File: src/hw/rtl/pbpa_pkg.sv
// pbpa_pkg: constants, types and helper functions of the bitmap page allocator
// used by pbpa_ctrl, pbpa_datapath and partitioned_bitmap_page_allocator
// no dependencies
`timescale 1ns / 1ps
`default_nettype none

package pbpa_pkg;

    // pool and namespace geometry (POOL_PAGES and NS_MAX are powers of two)
    localparam int POOL_PAGES  = 1024;
    localparam int NS_MAX      = 16;
    localparam int WORD_BITS   = 32;
    localparam int PAGE_W      = $clog2(POOL_PAGES);
    localparam int CNT_W       = PAGE_W + 1;
    localparam int BIT_W       = $clog2(WORD_BITS);
    localparam int WORDS       = POOL_PAGES / WORD_BITS;
    localparam int WADDR_W     = $clog2(WORDS);
    localparam int NS_W        = $clog2(NS_MAX);

    // field and port widths
    localparam int REQ_W       = 2;
    localparam int LOG2_W      = 3;
    localparam int CFG_IDX_W   = 2;
    localparam int CFG_DATA_W  = 11;
    localparam int IN_TDATA_W  = 16;
    localparam int OUT_TDATA_W = 40;

    // configuration register indexes
    localparam logic [CFG_IDX_W-1:0] CFG_NS_ENABLE    = 2'd0;
    localparam logic [CFG_IDX_W-1:0] CFG_NS_COUNT_LOG2 = 2'd1;
    localparam logic [CFG_IDX_W-1:0] CFG_PAGES_IN_USE = 2'd2;

    typedef logic [WORD_BITS-1:0] word_t;

    typedef enum logic [REQ_W-1:0] {
        REQ_ALLOC_PAGE = 2'd0,
        REQ_FREE_PAGE  = 2'd1,
        REQ_ALLOC_NS   = 2'd2,
        REQ_FREE_NS    = 2'd3
    } req_t;

    typedef enum logic [2:0] {
        ST_IDLE,
        ST_READ,
        ST_CHECK,
        ST_NS,
        ST_DONE
    } state_t;

    // controller to datapath
    typedef struct packed {
        logic load;      // request transfer, latch bounds
        logic rd;        // read bitmap word
        logic check;     // examine word, update bitmap
        logic ns_op;     // namespace alloc or free
        logic out_load;  // move result to output register
    } pbpa_cmd_t;

    // datapath to controller
    typedef struct packed {
        logic bad;       // incoming page alloc has an empty or invalid range
        logic more;      // scan goes on with another word
    } pbpa_sts_t;

    // lowest set bit position
    function automatic logic [BIT_W-1:0] first_set(input word_t v);
        logic [BIT_W-1:0] pos;
        pos = '0;
        for (int i = WORD_BITS - 1; i >= 0; i--) begin
            if (v[i])
                pos = BIT_W'(i);
        end
        return pos;
    endfunction

    // bits of word w whose page is at or above bound b
    function automatic word_t mask_at_or_above(input logic [WADDR_W-1:0] w,
                                               input logic [CNT_W-1:0] b);
        logic [CNT_W-BIT_W-1:0] bw;
        logic [CNT_W-BIT_W-1:0] we;
        word_t m;
        bw = b[CNT_W-1:BIT_W];
        we = (CNT_W-BIT_W)'(w);
        if (we > bw)
            m = {WORD_BITS{1'b1}};
        else if (we < bw)
            m = '0;
        else
            m = {WORD_BITS{1'b1}} << b[BIT_W-1:0];
        return m;
    endfunction

    // bits of word w whose page is below bound b
    function automatic word_t mask_below(input logic [WADDR_W-1:0] w,
                                         input logic [CNT_W-1:0] b);
        logic [CNT_W-BIT_W-1:0] bw;
        logic [CNT_W-BIT_W-1:0] we;
        word_t m;
        bw = b[CNT_W-1:BIT_W];
        we = (CNT_W-BIT_W)'(w);
        if (we > bw)
            m = '0;
        else if (we < bw)
            m = {WORD_BITS{1'b1}};
        else
            m = ~({WORD_BITS{1'b1}} << b[BIT_W-1:0]);
        return m;
    endfunction

endpackage

`default_nettype wire

File: src/hw/rtl/pbpa_ctrl.sv
// pbpa_ctrl: request sequencer and output valid of the page allocator
// depends on pbpa_pkg
`timescale 1ns / 1ps
`default_nettype none

module pbpa_ctrl
    import pbpa_pkg::*;
(
    input  logic      clk,
    input  logic      rst_n,
    input  logic      in_valid,
    output logic      in_ready,
    input  req_t      req_type,
    output logic      out_valid,
    input  logic      out_ready,
    input  pbpa_sts_t sts,
    output pbpa_cmd_t cmd
);

    state_t state_reg;
    state_t state_next;
    logic   out_valid_reg;
    logic   out_valid_next;
    logic   out_free;

    assign out_free  = !out_valid_reg || out_ready;
    assign out_valid = out_valid_reg;

    // next state
    always_comb
    begin
        state_next = state_reg;
        unique case (state_reg)
            ST_IDLE:
            begin
                if (in_valid)
                begin
                    unique case (req_type)
                        REQ_ALLOC_PAGE: state_next = sts.bad ? ST_DONE : ST_READ;
                        REQ_FREE_PAGE:  state_next = ST_READ;
                        REQ_ALLOC_NS:   state_next = ST_NS;
                        REQ_FREE_NS:    state_next = ST_NS;
                    endcase
                end
            end
            ST_READ:  state_next = ST_CHECK;
            ST_CHECK: state_next = sts.more ? ST_READ : ST_DONE;
            ST_NS:    state_next = ST_DONE;
            ST_DONE:
            begin
                if (out_free)
                    state_next = ST_IDLE;
            end
            default:  state_next = ST_IDLE;
        endcase
    end

    // outputs
    always_comb
    begin
        in_ready     = (state_reg == ST_IDLE);
        cmd.load     = (state_reg == ST_IDLE) && in_valid;
        cmd.rd       = (state_reg == ST_READ);
        cmd.check    = (state_reg == ST_CHECK);
        cmd.ns_op    = (state_reg == ST_NS);
        cmd.out_load = (state_reg == ST_DONE) && out_free;
    end

    // output valid flag
    always_comb
    begin
        if (cmd.out_load)
            out_valid_next = 1'b1;
        else if (out_ready)
            out_valid_next = 1'b0;
        else
            out_valid_next = out_valid_reg;
    end

    always_ff @(posedge clk or negedge rst_n)
    begin
        if (!rst_n)
        begin
            state_reg     <= ST_IDLE;
            out_valid_reg <= 1'b0;
        end
        else
        begin
            state_reg     <= state_next;
            out_valid_reg <= out_valid_next;
        end
    end

    // one request in flight at a time
    a_single_item: assert property (@(posedge clk) disable iff (!rst_n)
        (in_valid && in_ready) |=> !in_ready)
        else $error("second request taken while one is in flight");

    // a loaded result shows up as valid
    a_result_valid: assert property (@(posedge clk) disable iff (!rst_n)
        cmd.out_load |=> out_valid)
        else $error("result load did not raise output valid");

    // finished scan always ends in the result state
    a_scan_end: assert property (@(posedge clk) disable iff (!rst_n)
        (state_reg == ST_CHECK && !sts.more) |=> (state_reg == ST_DONE))
        else $error("scan ended without a result");

    // result waits while the output register is still occupied
    a_result_wait: assert property (@(posedge clk) disable iff (!rst_n)
        (state_reg == ST_DONE && out_valid && !out_ready) |=> (state_reg == ST_DONE))
        else $error("result dropped while output stalled");

endmodule

`default_nettype wire

File: src/hw/rtl/pbpa_datapath.sv
// pbpa_datapath: used-page bitmap memory, scan logic, heads, namespace state,
// configuration registers and result registers; depends on pbpa_pkg
`timescale 1ns / 1ps
`default_nettype none

module pbpa_datapath
    import pbpa_pkg::*;
(
    input  logic                  clk,
    input  logic                  rst_n,
    input  pbpa_cmd_t             cmd,
    output pbpa_sts_t             sts,
    input  logic                  cfg_we,
    input  logic [CFG_IDX_W-1:0]  cfg_index,
    input  logic [CFG_DATA_W-1:0] cfg_data,
    input  req_t                  req_type,
    input  logic [PAGE_W-1:0]     page_index,
    input  logic [NS_W-1:0]       ns_index,
    output logic                  status,
    output logic [PAGE_W-1:0]     page_out,
    output logic [NS_W-1:0]       ns_out,
    output logic [PAGE_W-1:0]     ns_first_page,
    output logic [CNT_W-1:0]      ns_end_page
);

    localparam int PROD_W = NS_W + CNT_W;

    // configuration and persistent state
    logic                ns_enable_reg;
    logic [LOG2_W-1:0]   ns_log2_reg;
    logic [CNT_W-1:0]    pages_reg;
    logic [PAGE_W-1:0]   pool_next_reg;
    logic [PAGE_W-1:0]   ns_off_reg [NS_MAX];   // head offset inside its namespace
    logic [NS_MAX-1:0]   ns_busy_reg;
    logic [NS_W-1:0]     ns_rotor_reg;

    // request and scan registers
    req_t                req_reg;
    logic [NS_W-1:0]     nidx_reg;
    logic [CNT_W-1:0]    lo_reg;
    logic [CNT_W-1:0]    hi_reg;
    logic [CNT_W-1:0]    head_reg;
    logic [WADDR_W-1:0]  word_reg;
    logic [BIT_W-1:0]    bit_reg;
    logic                pass_reg;              // 0: [head, hi), 1: [lo, head)

    // bitmap memory
    word_t               mem [WORDS];
    logic [WORDS-1:0]    row_valid_reg;
    word_t               rdata_reg;
    logic                rvalid_reg;
    logic                mem_we;
    word_t               mem_wdata;

    // result registers
    logic                res_status_reg;
    logic [PAGE_W-1:0]   res_page_reg;
    logic [NS_W-1:0]     res_ns_reg;
    logic [PAGE_W-1:0]   res_first_reg;
    logic [CNT_W-1:0]    res_end_reg;
    logic                out_status_reg;
    logic [PAGE_W-1:0]   out_page_reg;
    logic [NS_W-1:0]     out_ns_reg;
    logic [PAGE_W-1:0]   out_first_reg;
    logic [CNT_W-1:0]    out_end_reg;

    // geometry
    logic [LOG2_W-1:0]   l_eff;
    logic [NS_W:0]       cnt;
    logic [NS_W-1:0]     cnt_m1;
    logic [CNT_W-1:0]    p_clamp;
    logic [CNT_W-1:0]    sz;
    logic [NS_MAX-1:0]   cnt_mask;

    // request setup
    logic [PROD_W-1:0]   in_lo_prod;
    logic [CNT_W-1:0]    in_lo;
    logic [CNT_W-1:0]    in_head;
    logic                ns_bad;
    logic                alloc_bad;

    // scan step
    word_t               cur;
    logic [CNT_W-1:0]    pass_lo;
    logic [CNT_W-1:0]    pass_hi;
    logic [CNT_W-1:0]    pass_hi_m1;
    word_t               cand;
    logic                hit;
    logic [BIT_W-1:0]    hit_pos;
    logic [PAGE_W-1:0]   found;
    logic [CNT_W-1:0]    found_next;
    logic                at_end;
    logic                scan_more;
    logic                alloc_more;

    // namespace step
    logic [NS_W-1:0]     r0;
    logic [NS_MAX-1:0]   avail;
    logic [2*NS_MAX-1:0] avail_dup;
    logic [NS_MAX-1:0]   rotated;
    logic                ns_got;
    logic [BIT_W-1:0]    ns_ffs;
    logic [NS_W-1:0]     ns_pick;
    logic [PROD_W-1:0]   ns_prod;

    // namespace geometry from the configuration
    always_comb
    begin
        l_eff    = (ns_log2_reg > LOG2_W'(NS_W)) ? LOG2_W'(NS_W) : ns_log2_reg;
        cnt      = (NS_W+1)'(1) << l_eff;
        cnt_m1   = NS_W'(cnt - (NS_W+1)'(1));
        p_clamp  = (pages_reg > CNT_W'(POOL_PAGES)) ? CNT_W'(POOL_PAGES) : pages_reg;
        sz       = p_clamp >> l_eff;
        cnt_mask = ~({NS_MAX{1'b1}} << cnt);
    end

    // bounds of the incoming request
    always_comb
    begin
        in_lo_prod = PROD_W'(ns_index) * PROD_W'(sz);
        in_lo      = CNT_W'(in_lo_prod);
        in_head    = in_lo + CNT_W'(ns_off_reg[ns_index]);
        ns_bad     = ((NS_W+1)'(ns_index) >= cnt) || (sz == '0);
        alloc_bad  = (req_type == REQ_ALLOC_PAGE) && ns_enable_reg && ns_bad;
    end

    // free-page search in the current word
    always_comb
    begin
        cur        = rvalid_reg ? rdata_reg : '0;
        pass_lo    = pass_reg ? lo_reg : head_reg;
        pass_hi    = pass_reg ? head_reg : hi_reg;
        pass_hi_m1 = pass_hi - CNT_W'(1);
        cand       = ~cur & mask_at_or_above(word_reg, pass_lo)
                          & mask_below(word_reg, pass_hi);
        hit        = |cand;
        hit_pos    = first_set(cand);
        found      = {word_reg, hit_pos};
        found_next = CNT_W'(found) + CNT_W'(1);
        at_end     = (word_reg == pass_hi_m1[PAGE_W-1:BIT_W]);
        scan_more  = !hit && (!at_end || (!pass_reg && (head_reg != lo_reg)));
        alloc_more = (req_reg == REQ_ALLOC_PAGE) && scan_more;
    end

    // status to the controller
    assign sts = '{bad: alloc_bad, more: alloc_more};

    // bitmap write: set the granted bit or clear the freed one
    always_comb
    begin
        mem_we    = cmd.check && ((req_reg == REQ_FREE_PAGE) ||
                                  ((req_reg == REQ_ALLOC_PAGE) && hit));
        if (req_reg == REQ_FREE_PAGE)
            mem_wdata = cur & ~(word_t'(1) << bit_reg);
        else
            mem_wdata = cur | (word_t'(1) << hit_pos);
    end

    // round-robin namespace pick starting at the rotor
    always_comb
    begin
        r0        = ns_rotor_reg & cnt_m1;
        avail     = ~ns_busy_reg & cnt_mask;
        avail_dup = {avail, avail} >> r0;
        rotated   = avail_dup[NS_MAX-1:0];
        ns_got    = |rotated;
        ns_ffs    = first_set(WORD_BITS'(rotated));
        ns_pick   = r0 + ns_ffs[NS_W-1:0];
        ns_prod   = PROD_W'(ns_pick) * PROD_W'(sz);
    end

    // configuration, heads, busy flags and rotor
    always_ff @(posedge clk or negedge rst_n)
    begin
        if (!rst_n)
        begin
            ns_enable_reg <= 1'b0;
            ns_log2_reg   <= '0;
            pages_reg     <= CNT_W'(POOL_PAGES);
            pool_next_reg <= '0;
            ns_busy_reg   <= '0;
            ns_rotor_reg  <= '0;
            for (int i = 0; i < NS_MAX; i++)
                ns_off_reg[i] <= '0;
        end
        else
        begin
            if (cfg_we)
            begin
                case (cfg_index)
                    CFG_NS_ENABLE:
                        ns_enable_reg <= cfg_data[0];
                    CFG_NS_COUNT_LOG2:
                    begin
                        ns_log2_reg <= cfg_data[LOG2_W-1:0];
                        for (int i = 0; i < NS_MAX; i++)
                            ns_off_reg[i] <= '0;
                    end
                    CFG_PAGES_IN_USE:
                    begin
                        pages_reg <= cfg_data[CNT_W-1:0];
                        for (int i = 0; i < NS_MAX; i++)
                            ns_off_reg[i] <= '0;
                    end
                    default: ;
                endcase
            end

            // advance the head past a granted page
            if (cmd.check && (req_reg == REQ_ALLOC_PAGE) && hit)
            begin
                if (ns_enable_reg)
                begin
                    if (found_next >= hi_reg)
                        ns_off_reg[nidx_reg] <= '0;
                    else
                        ns_off_reg[nidx_reg] <= PAGE_W'(found_next - lo_reg);
                end
                else
                begin
                    if (found_next >= CNT_W'(POOL_PAGES))
                        pool_next_reg <= '0;
                    else
                        pool_next_reg <= found_next[PAGE_W-1:0];
                end
            end

            if (cmd.ns_op)
            begin
                if (req_reg == REQ_ALLOC_NS)
                begin
                    if (ns_got)
                    begin
                        ns_busy_reg[ns_pick] <= 1'b1;
                        ns_rotor_reg         <= (ns_pick + NS_W'(1)) & cnt_m1;
                    end
                end
                else if ((NS_W+1)'(nidx_reg) < cnt)
                    ns_busy_reg[nidx_reg] <= 1'b0;
            end
        end
    end

    // request latch and scan position
    always_ff @(posedge clk)
    begin
        if (cmd.load)
        begin
            req_reg  <= req_type;
            nidx_reg <= ns_index;
            bit_reg  <= page_index[BIT_W-1:0];
            pass_reg <= 1'b0;
            if (ns_enable_reg)
            begin
                lo_reg   <= in_lo;
                hi_reg   <= in_lo + sz;
                head_reg <= in_head;
            end
            else
            begin
                lo_reg   <= '0;
                hi_reg   <= CNT_W'(POOL_PAGES);
                head_reg <= CNT_W'(pool_next_reg);
            end
            // page_index always lies inside the pool, so a free needs no range check
            if (req_type == REQ_FREE_PAGE)
                word_reg <= page_index[PAGE_W-1:BIT_W];
            else if (ns_enable_reg)
                word_reg <= in_head[PAGE_W-1:BIT_W];
            else
                word_reg <= pool_next_reg[PAGE_W-1:BIT_W];
        end
        else if (cmd.check && scan_more)
        begin
            if (at_end)
            begin
                pass_reg <= 1'b1;
                word_reg <= lo_reg[PAGE_W-1:BIT_W];
            end
            else
                word_reg <= word_reg + WADDR_W'(1);
        end
    end

    // bitmap memory, one word read or written per cycle
    always_ff @(posedge clk)
    begin
        if (mem_we)
            mem[word_reg] <= mem_wdata;
        if (cmd.rd)
        begin
            rdata_reg  <= mem[word_reg];
            rvalid_reg <= row_valid_reg[word_reg];
        end
    end

    // row valid bits: a row never written reads as all free
    always_ff @(posedge clk or negedge rst_n)
    begin
        if (!rst_n)
            row_valid_reg <= '0;
        else if (mem_we)
            row_valid_reg[word_reg] <= 1'b1;
    end

    // result and output registers
    always_ff @(posedge clk)
    begin
        if (cmd.load)
        begin
            res_status_reg <= alloc_bad;
            res_page_reg   <= '0;
            res_ns_reg     <= '0;
            res_first_reg  <= '0;
            res_end_reg    <= '0;
        end
        else if (cmd.check && (req_reg == REQ_ALLOC_PAGE))
        begin
            if (hit)
                res_page_reg <= found;
            else if (!scan_more)
                res_status_reg <= 1'b1;
        end
        else if (cmd.ns_op && (req_reg == REQ_ALLOC_NS))
        begin
            if (ns_got)
            begin
                res_ns_reg    <= ns_pick;
                res_first_reg <= ns_prod[PAGE_W-1:0];
                res_end_reg   <= CNT_W'(ns_prod + PROD_W'(sz));
            end
            else
                res_status_reg <= 1'b1;
        end

        if (cmd.out_load)
        begin
            out_status_reg <= res_status_reg;
            out_page_reg   <= res_page_reg;
            out_ns_reg     <= res_ns_reg;
            out_first_reg  <= res_first_reg;
            out_end_reg    <= res_end_reg;
        end
    end

    assign status        = out_status_reg;
    assign page_out      = out_page_reg;
    assign ns_out        = out_ns_reg;
    assign ns_first_page = out_first_reg;
    assign ns_end_page   = out_end_reg;

endmodule

`default_nettype wire

File: src/hw/rtl/partitioned_bitmap_page_allocator.sv
// partitioned_bitmap_page_allocator: top level of the bitmap page allocator
// depends on pbpa_pkg, pbpa_ctrl, pbpa_datapath
//
// Requests enter on the s_axis channel (tuser = request kind, tdata = page
// index and namespace index); every request gives exactly one result on the
// m_axis channel (tuser = status, tdata = granted page and namespace bounds).
// Configuration registers are written through cfg_we/cfg_index/cfg_data by the
// user only while no request is in flight; the block has no check for this.
// On the way from the input transfer to the output register, a page alloc with
// an empty or invalid namespace goes straight to the result state, namespace
// alloc and free take one namespace step, a page free reads and writes back
// its bitmap word, and a page alloc reads W bitmap words (W from 1 up to 33).
// Each word takes a registered memory read and then a check step; one request
// is handled at a time; the next is taken in the cycle after a result loads.
// The result sits in an output register, so a new request is taken while an
// earlier result waits; when the receiver stalls with the register full, the
// block holds its finished result and takes no further request.
// Reset clears the bitmap through per-row valid bits (no clearing pass), frees
// every namespace, points each namespace head at its first page, zeroes the
// pool head and the rotor, and restores the configuration registers.
`timescale 1ns / 1ps
`default_nettype none

module partitioned_bitmap_page_allocator
    import pbpa_pkg::*;
(
    input  logic                   clk,
    input  logic                   rst_n,
    input  logic                   s_axis_tvalid,
    output logic                   s_axis_tready,
    input  logic [IN_TDATA_W-1:0]  s_axis_tdata,   // page_index, ns_index, zero pad
    input  logic [REQ_W-1:0]       s_axis_tuser,   // req_type
    output logic                   m_axis_tvalid,
    input  logic                   m_axis_tready,
    output logic [OUT_TDATA_W-1:0] m_axis_tdata,   // page_out, ns_out, ns_first_page,
                                                   // ns_end_page, zero pad
    output logic [0:0]             m_axis_tuser,   // status
    input  logic                   cfg_we,
    input  logic [CFG_IDX_W-1:0]   cfg_index,
    input  logic [CFG_DATA_W-1:0]  cfg_data
);

    pbpa_cmd_t          cmd;
    pbpa_sts_t          sts;
    req_t               req_type;
    logic [PAGE_W-1:0]  page_index;
    logic [NS_W-1:0]    ns_index;
    logic               status;
    logic [PAGE_W-1:0]  page_out;
    logic [NS_W-1:0]    ns_out;
    logic [PAGE_W-1:0]  ns_first_page;
    logic [CNT_W-1:0]   ns_end_page;

    // unpack the request transfer
    assign req_type   = req_t'(s_axis_tuser);
    assign page_index = s_axis_tdata[PAGE_W-1:0];
    assign ns_index   = s_axis_tdata[PAGE_W+NS_W-1:PAGE_W];

    pbpa_ctrl u_ctrl (
        .clk       (clk),
        .rst_n     (rst_n),
        .in_valid  (s_axis_tvalid),
        .in_ready  (s_axis_tready),
        .req_type  (req_type),
        .out_valid (m_axis_tvalid),
        .out_ready (m_axis_tready),
        .sts       (sts),
        .cmd       (cmd)
    );

    pbpa_datapath u_datapath (
        .clk           (clk),
        .rst_n         (rst_n),
        .cmd           (cmd),
        .sts           (sts),
        .cfg_we        (cfg_we),
        .cfg_index     (cfg_index),
        .cfg_data      (cfg_data),
        .req_type      (req_type),
        .page_index    (page_index),
        .ns_index      (ns_index),
        .status        (status),
        .page_out      (page_out),
        .ns_out        (ns_out),
        .ns_first_page (ns_first_page),
        .ns_end_page   (ns_end_page)
    );

    // pack the result transfer
    assign m_axis_tdata = OUT_TDATA_W'({ns_end_page, ns_first_page, ns_out, page_out});
    assign m_axis_tuser = status;

endmodule

`default_nettype wire
File: config.mk
export PLATFORM = sky130hd
export DESIGN_NAME = partitioned_bitmap_page_allocator
export DESIGN_NICKNAME = d
export VERILOG_FILES = /design/src/hw/rtl/pbpa_pkg.sv /design/src/hw/rtl/pbpa_ctrl.sv /design/src/hw/rtl/pbpa_datapath.sv /design/src/hw/rtl/partitioned_bitmap_page_allocator.sv
export SDC_FILE = /design/constraint.sdc
export NUM_CORES = 2
export LEC_CHECK = 0
export ABC_AREA = 1
export BUFFER_PORTS_ARGS = -buffer_cell sky130_fd_sc_hd__buf_2
export CAP_MARGIN = 20
export CORE_MARGIN = 3
export CORE_UTILIZATION = 29
export CTS_CLUSTER_DIAMETER = 80
export DETAILED_ROUTE_END_ITERATION = 12
export PLACE_DENSITY = 0.53
export SLEW_MARGIN = 20
export SYNTH_ARGS = -nofsm -noshare
export SYNTH_HDL_FRONTEND = slang
export SYNTH_SLANG_ARGS = --single-unit
File: constraint.sdc
create_clock -name clk -period 9.82 [get_ports clk]
set_clock_uncertainty 0.15 [all_clocks]
set_input_delay 0.491 -clock clk [delete_from_list [all_inputs] [get_ports clk]]
set_output_delay 0.491 -clock clk [all_outputs]
set_load 0.02 [all_outputs]
# Word level (Yosys, flattened, before mapping)
# Memories as Yosys holds them, arrays and structs flattened. A register that Yosys moved wholly into a read port is not among the register bits.
# Cells that the tools add are included.
dict set report op_classes {
  magnitude_cmp 19
  mul 2
  shifts 8
  n_addsub 10
  muxes 103
  eq_ne 19
  bitwise 22
  n_reduce_logical 49
}
# cell n
set op_table {}
lappend op_table {{160-bit two-way mux} 5}
lappend op_table {{32-bit two-way mux} 6}
lappend op_table {{5-bit two-way mux} 37}
lappend op_table {{160-bit AND} 1}
lappend op_table {{160-bit bitwise mux} 1}
lappend op_table {{160-bit NOT} 1}
lappend op_table {{32-bit AND} 3}
lappend op_table {{32-bit NOT} 3}
lappend op_table {{4-bit two-way mux} 16}
lappend op_table {{32-bit bitwise OR} 2}
lappend op_table {{1-bit by 5-bit << shifter with 32-bit output (first input constant)} 2}
lappend op_table {{32-bit by 5-bit << shifter with 32-bit output (first input constant)} 2}
lappend op_table {{10-bit two-way mux} 5}
lappend op_table {{16-bit two-way mux} 3}
lappend op_table {{16-bit NOT} 3}
lappend op_table {{10-bit binary-select mux with 4-bit select} 1}
lappend op_table {{10-bit demux with 4-bit select} 1}
lappend op_table {{11-bit two-way mux} 3}
lappend op_table {{16-bit AND} 2}
lappend op_table {{32-bit OR reduction} 1}
lappend op_table {{32-bit by 4-bit >> shifter with 16-bit output} 1}
lappend op_table {{11-bit adder} 2}
lappend op_table {{4-bit by 11-bit multiplier with 11-bit output} 2}
lappend op_table {{1-bit logical AND} 17}
lappend op_table {{58 further kinds} 112}
dict set report totals {
  reg_bits 364
  ram_bits 1024
  inputBits 36
  elab_cells 278
  mem_count 1
  output_inout_bits 43
}
# name depth width rd rd_ports_with_merged_regs wr line_no
set memory_table {}
lappend memory_table {u_datapath.mem 32 32 1 1 1 pbpa_datapath.sv:48} ;# word_t mem [WORDS];

# Longest topological paths before layout
dict set report depth {
  ltp_word 44
  ltp_mapped 67
  mapped_depth_nobuf 64
}

# Cells and area by module
# A second synthesis with hierarchy kept.
dict set report unflattened {
  cells_unflattened 5914
  hier_area_um2 64107.7
}
# module seq_area_each_um2 cells_each instances area_each_um2
set by_module_without_submodules {}
lappend by_module_without_submodules {pbpa_datapath 40975.5 5863 1 63792.4}
lappend by_module_without_submodules {pbpa_ctrl 100.1 45 1 274.0}
lappend by_module_without_submodules {partitioned_bitmap_page_allocator 0.0 6 1 41.3}

# Worst setup path after synthesis
# No wires, ideal clock.
dict set report synth_timing {
  path_kind {flip-flop to flip-flop}
  startpoint {register u_datapath.ns_log2_reg[2]}
  endpoint {register u_datapath.res_end_reg[10]}
  setup_ns 0.128
  t_required_ns 9.542
  path_buffers 2
  slack_ns 1.816
  period_less_slack_ns 8.004
  stages_incl_launch_ff 47
  arrival_ns 7.725
  cell_sequence {dfrtp_1 -> buf_2 -> nor2_4 -> inv_1 -> nor2_4 -> nor2_4 -> buf_2 -> o21ai_0 -> o21ai_0 -> nand2_1 -> o21ai_0 -> o21ai_0 -> o21ai_0 -> a21oi_1 -> nor2_1 -> nor2_1 -> o21ai_0 -> nand2_1 -> (+11 left out) -> fa_1 -> fa_1 -> inv_1 -> ha_1 -> a21oi_1 -> o21ai_0 -> a21oi_1 -> nor2_1 -> nor2_1 -> inv_1 -> a21oi_1 -> o21bai_1 -> a21o_1 -> a21oi_1 -> xor2_1 -> xor2_1 -> xnor2_1 -> a21oi_1}
}
dict set report synth_via {
  elab_chain_cells 26
}
# item line_no
set synth_rtl {}
lappend synth_rtl {{start: declaration} pbpa_datapath.sv:30} ;# logic [LOG2_W-1:0] ns_log2_reg;
lappend synth_rtl {{start signal: assignment} pbpa_datapath.sv:195} ;# ns_log2_reg <= cfg_data[LOG2_W-1:0];
lappend synth_rtl {{3-bit greater-than comparator} pbpa_datapath.sv:109} ;# l_eff = (ns_log2_reg > LOG2_W'(NS_W)) ? LOG2_W'(NS_W) : ns_log2_reg;
lappend synth_rtl {{3-bit two-way mux (*)} pbpa_datapath.sv:109}
lappend synth_rtl {{1-bit by 3-bit << shifter with 5-bit output} pbpa_datapath.sv:110} ;# cnt = (NS_W+1)'(1) << l_eff;
lappend synth_rtl {{16-bit by 5-bit << shifter with 16-bit output} pbpa_datapath.sv:114} ;# cnt_mask = ~({NS_MAX{1'b1}} << cnt);
lappend synth_rtl {{16-bit NOT} pbpa_datapath.sv:114}
lappend synth_rtl {{16-bit AND} pbpa_datapath.sv:163} ;# avail = ~ns_busy_reg & cnt_mask;
lappend synth_rtl {{32-bit by 4-bit >> shifter with 16-bit output} pbpa_datapath.sv:164} ;# avail_dup = {avail, avail} >> r0;
lappend synth_rtl {{4-bit two-way mux (16 in a row)} pbpa_pkg.sv:70} ;# if (v[i])
lappend synth_rtl {{4-bit adder} pbpa_datapath.sv:168} ;# ns_pick = r0 + ns_ffs[NS_W-1:0];
lappend synth_rtl {{4-bit by 11-bit multiplier with 11-bit output (*)} pbpa_datapath.sv:169} ;# ns_prod = PROD_W'(ns_pick) * PROD_W'(sz);
lappend synth_rtl {{named net u_datapath.ns_prod[3]} pbpa_datapath.sv:104} ;# logic [PROD_W-1:0] ns_prod;
lappend synth_rtl {{11-bit adder (*)} pbpa_datapath.sv:330} ;# res_end_reg <= CNT_W'(ns_prod + PROD_W'(sz));
lappend synth_rtl {{end signal: assignment} pbpa_datapath.sv:330}
lappend synth_rtl {{end: declaration} pbpa_datapath.sv:60} ;# logic [CNT_W-1:0] res_end_reg;
# Mark *: on every way through the listed nets, which the timed path passes. The rest lies on a longest branch.
# A chain may end at the register's enable or synchronous reset.

# Final worst setup path
dict set report layout_timing {
  startpoint {register u_datapath.pass_reg}
  endpoint {register u_datapath.ns_off_reg[7] (netlist bit)}
}
dict set report layout_via {
  elab_chain_cells 44
}
# item line_no
set layout_rtl {}
lappend layout_rtl {{start: declaration} pbpa_datapath.sv:45} ;# logic pass_reg;
lappend layout_rtl {{start signal: assignment} pbpa_datapath.sv:252} ;# pass_reg <= 1'b0;
lappend layout_rtl {{start signal: assignment} pbpa_datapath.sv:277} ;# pass_reg <= 1'b1;
lappend layout_rtl {{11-bit two-way mux (on tied branches)} {pbpa_datapath.sv:131, pbpa_datapath.sv:132}}
lappend layout_rtl {{32-bit by 5-bit << shifter with 32-bit output (tied with other cells)} pbpa_pkg.sv:89} ;# m = {WORD_BITS{1'b1}} << b[BIT_W-1:0];
lappend layout_rtl {{32-bit two-way mux or 32-bit NOT (tied branches)} {pbpa_pkg.sv:86, pbpa_pkg.sv:106}}
lappend layout_rtl {{32-bit two-way mux (on tied branches)} {pbpa_pkg.sv:84, pbpa_pkg.sv:103}}
lappend layout_rtl {{32-bit AND or 32-bit two-way mux (tied branches)} {pbpa_datapath.sv:134, pbpa_pkg.sv:101}}
lappend layout_rtl {{32-bit AND (*)} pbpa_datapath.sv:135} ;# & mask_below(word_reg, pass_hi);
lappend layout_rtl {{5-bit two-way mux (31 in a row)} pbpa_pkg.sv:70}
lappend layout_rtl {{5-bit two-way mux (*)} pbpa_pkg.sv:70}
lappend layout_rtl {{named net u_datapath.hit_pos[0]} pbpa_datapath.sv:89} ;# logic [BIT_W-1:0] hit_pos;
lappend layout_rtl {{10-bit by 1-bit adder with 11-bit output (*)} pbpa_datapath.sv:139} ;# found_next = CNT_W'(found) + CNT_W'(1);
lappend layout_rtl {{10-bit subtractor} pbpa_datapath.sv:217} ;# ns_off_reg[nidx_reg] <= PAGE_W'(found_next - lo_reg);
lappend layout_rtl {{160-bit bitwise mux} pbpa_datapath.sv:217}
lappend layout_rtl {{160-bit two-way mux (*)} pbpa_datapath.sv:214} ;# if (found_next >= hi_reg)
lappend layout_rtl {{160-bit two-way mux (*)} pbpa_datapath.sv:212} ;# if (ns_enable_reg)
lappend layout_rtl {{160-bit two-way mux (*)} pbpa_datapath.sv:210} ;# if (cmd.check && (req_reg == REQ_ALLOC_PAGE) && hit)
lappend layout_rtl {{end signal: indexed assignment} pbpa_datapath.sv:217}
lappend layout_rtl {{end: declaration} pbpa_datapath.sv:33} ;# logic [PAGE_W-1:0] ns_off_reg [NS_MAX];
# Marks and branches as above.

==> key figures <==
Cells and area
  • Fin nets: 6125
  • Commonest cells after routing, fill and taps aside: edfxtp_1, o21ai_0, nor2_1, nand2_1, inv_1
  • Share of cells above drive strength 1: 9.585%
  • Final Non-Filler Cells: 9017
  • Layout Area Growth over Synthesis: 14.69%
  • Most common cell after layout, fill and taps aside: edfxtp_1
  • Final instance area: 73470 sq um
  • Number of flip-flops under the largest register name: 1024
  • Utilization after layout: 33.63%

Synth
  • Number of synthesized flops with an enable pin: 1143
  • Cell accounting for the most synthesized area: edfxtp_1
  • Syn_area_per_cell: 10.81 sq um
  • Asr flop ratio synth: 16.97%
  • Syn Inst Count: 5923
  • Synth area leaders: edfxtp_1, dfrtp_1, o21ai_0
  • Synth cell types: 65
  • Post-synth top area share: 53.58%
  • Synthesized area: 64060 sq um
  • Synth Flop Type: edfxtp_1
  • Yosys Warn Count: 0
  • Number of synthesized register bits: 1420
  • Sequential area share after synthesis: 64.12%

Drt
  • Vias/cell: 5.122
  • DRC Markers: 0
  • Final ANT Viol Nets: 0
  • First DRT Iteration DRCs: 4412
  • Total routed wirelength: 201300 microns
  • Routed vias: 46180
  • Post-DR wirelength/cell: 22.32 microns
  • Drt first pass iters: 6

STA
  • Measured slew at the worst slew-check pin: 1.065 ns
  • Setup TNS: 0 ns
  • Max-slew violations: 0
  • Highest Clock Rate: 114.0 MHz
  • Final worst slack: 1.045 ns
  • Crit share post-route: 89.36%
  • Finish-stage setup viols: 0
  • Final Hold Viols: 0
  • RSZ-0062 raised after global routing: no
  • Worst hold slack: 0.07447 ns
  • Relative slew slack: 28.98%
  • Min Tclk post-route: 8.775 ns

Critical path
  • Critical path buffers and inverters: 7
  • Number of cells on the critical path: 50
  • Critical Path RT: 10.39 ns
  • Crit end category: flop
  • Crit-path leading delay family: simple AND/OR/NAND/NOR gates
  • Most frequent cell on the critical path: nand2_1
  • Startpoint types: flop
  • Max incr delay on CP: 0.60 ns
  • Worst EP arrival: 9.34 ns
  • Slowest stage cell on the critical path: inv_1
  • CP max FO: 23
  • Worst setup path class: reg -> reg
  • R2R cell count: 50

Global route
  • Vias in the first global route: 44330
  • Initial antenna violation count: 5
  • Gr ovfl total: 0
  • GRT met3 Usage: 2.787%
  • First-pass GRT wire length: 295900 microns
  • Gr usage total: 17.36%
  • Largest net degree at the start of global routing: 196
  • Busiest grt layer: met2
  • Met1 Use GR: 23.36%
  • Met2 Use GR: 28.26%

Status
  • Run status: complete, no violations

Power
  • Max VDD drop: 0.4330 mV
  • Leak pwr: 26.53 nW
  • Pwr dens: 339.8 nW/um^2
  • Power, Total: 24.96 mW

Clock network
  • Post-CTS Setup Bufs: 0
  • H-tree depth: 4
  • Max Root-Sink Buffers: 3
  • CTS Root Cell: clkbuf_16
  • CTS tree: built
  • Clk Latency, worst-skew pair: 0.82 ns
  • Clock transition at the registers of the reported paths: 0.06 ns
  • CTS sink cnt: 1420
  • TritonCTS Buffers: 157

Flow run
  • Maxcap violations: 0

Place
  • Post-DP HPWL: 114800 microns
  • Placed cells: 8702
  • Placed Area: 68070 sq um
  • Final GP Congestion: 0.9227
  • Dpl ws: 1.161 ns
  • PortBufs: 71

Floorplan
  • Die Wd: 476.0 microns
  • Die Height: 476.0 microns
  • Boundary Pins: 79
  • Core Box Area: 218400 sq um
  • Initial Util: 29.32%
  • Number of core rows: 171
  • Die Area: 226600 sq um

Hold path
  • Hold Path Class: in -> reg
  • Hold Path Depth: 3
-- where the power goes --
part | internal, mW | switching (mW) | total [mW] | leakage [nW]
Combinational | 2.90 | 7.84 | 10.7 | 10.0
Clock | 3.28 | 2.50 | 5.78 | 2.45
Sequential | 8.15 | 0.291 | 8.44 | 14.1
Total | 14.3 | 10.6 | 25.0 | 26.5
-- metal layers --
| metal | vias to the layer above | wire length [microns] | share of wire (%) |
|---|---|---|---|
| met2 | 1463 | 94770 | 47 |
| li1 | 21270 | - | - |
| met5 | - | 13 | 0.0065 |
| met1 | 23100 | 87330 | 43 |
| met4 | 2 | 7267 | 3.6 |
| met3 | 341 | 11920 | 5.9 |
-- cell usage after synthesis, drive strengths merged, types with 2 or more instances --
master and n:
o31ai 13, a31oi 15, fa 35, xor2 48, a2111oi 2, and2 3, inv 394, o22ai 278
a21oi 272, dfrtp 240, nand3 232, o32ai 2, dfxtp 36, a221oi 96, buf 64, o21a 7
a22o 63, nor3 28, nand4 32, nor2 829, o21bai 12, o221ai 2, a311o 7, a211oi 4
mux2i 3, mux2 5, o21ai 915, xnor2 17, ha 107, clkinv 11, or2 30, nor4 19
o2111ai 6, edfxtp 1143, and3 2, nand2 654, o211ai 3, clkbuf 285
-- timing repair --
action	CTS	global route
resized for setup	0	0
hold buffers	26	0
endpoints found under the hold margin	96	0
-- worst register-to-register path: cells and delay by family, from the launching register on --
kind	cells	cell delay (ns)
fa+ha+maj	3	0.97
simple gates	34	3.55
xor+xnor	1	0.30
buf+inv	7	1.84
compound gates	5	1.28
flops	1	0.59
-- cell type report --
cell class | instances | area [sq um]
fill | 21820 | 145000
timing repair buffer | 210 | 1505
multi-input combinational | 3753 | 20600
sequential | 1420 | 41080
antenna | 4 | 10.01
tap | 2941 | 3680
clock inverter | 82 | 917.1
inverter | 405 | 1540
clock buffer | 202 | 4138
-- logic make-up after synthesis --
group                      synth area share (%)
and+or+nand+nor                           11.93
adders and majority gates                 3.184
other                                  0.005854
xor gates and xnor gates                 0.8887
buffers and inverters                     4.569
DFF                                       64.12
muxes                                    0.1348
AOI/OAI and AO/OA                         15.16
-- worst paths after layout --
kind	start	slack (ns)	to
max	u_datapath.pass_reg	1.05	u_datapath.ns_off_reg[7]
min	s_axis_tdata[6]	0.07	u_datapath.word_reg[1]
max reg2reg	u_datapath.pass_reg	1.05	u_datapath.ns_off_reg[7]
min reg2reg	u_datapath.res_page_reg[4]	0.28	u_datapath.page_out[4]
max in group asynchronous	rst_n	7.26	u_datapath.row_valid_reg[28]
min in group asynchronous	rst_n	0.08	u_datapath.ns_enable_reg
(Power assumes the default switching activity.)
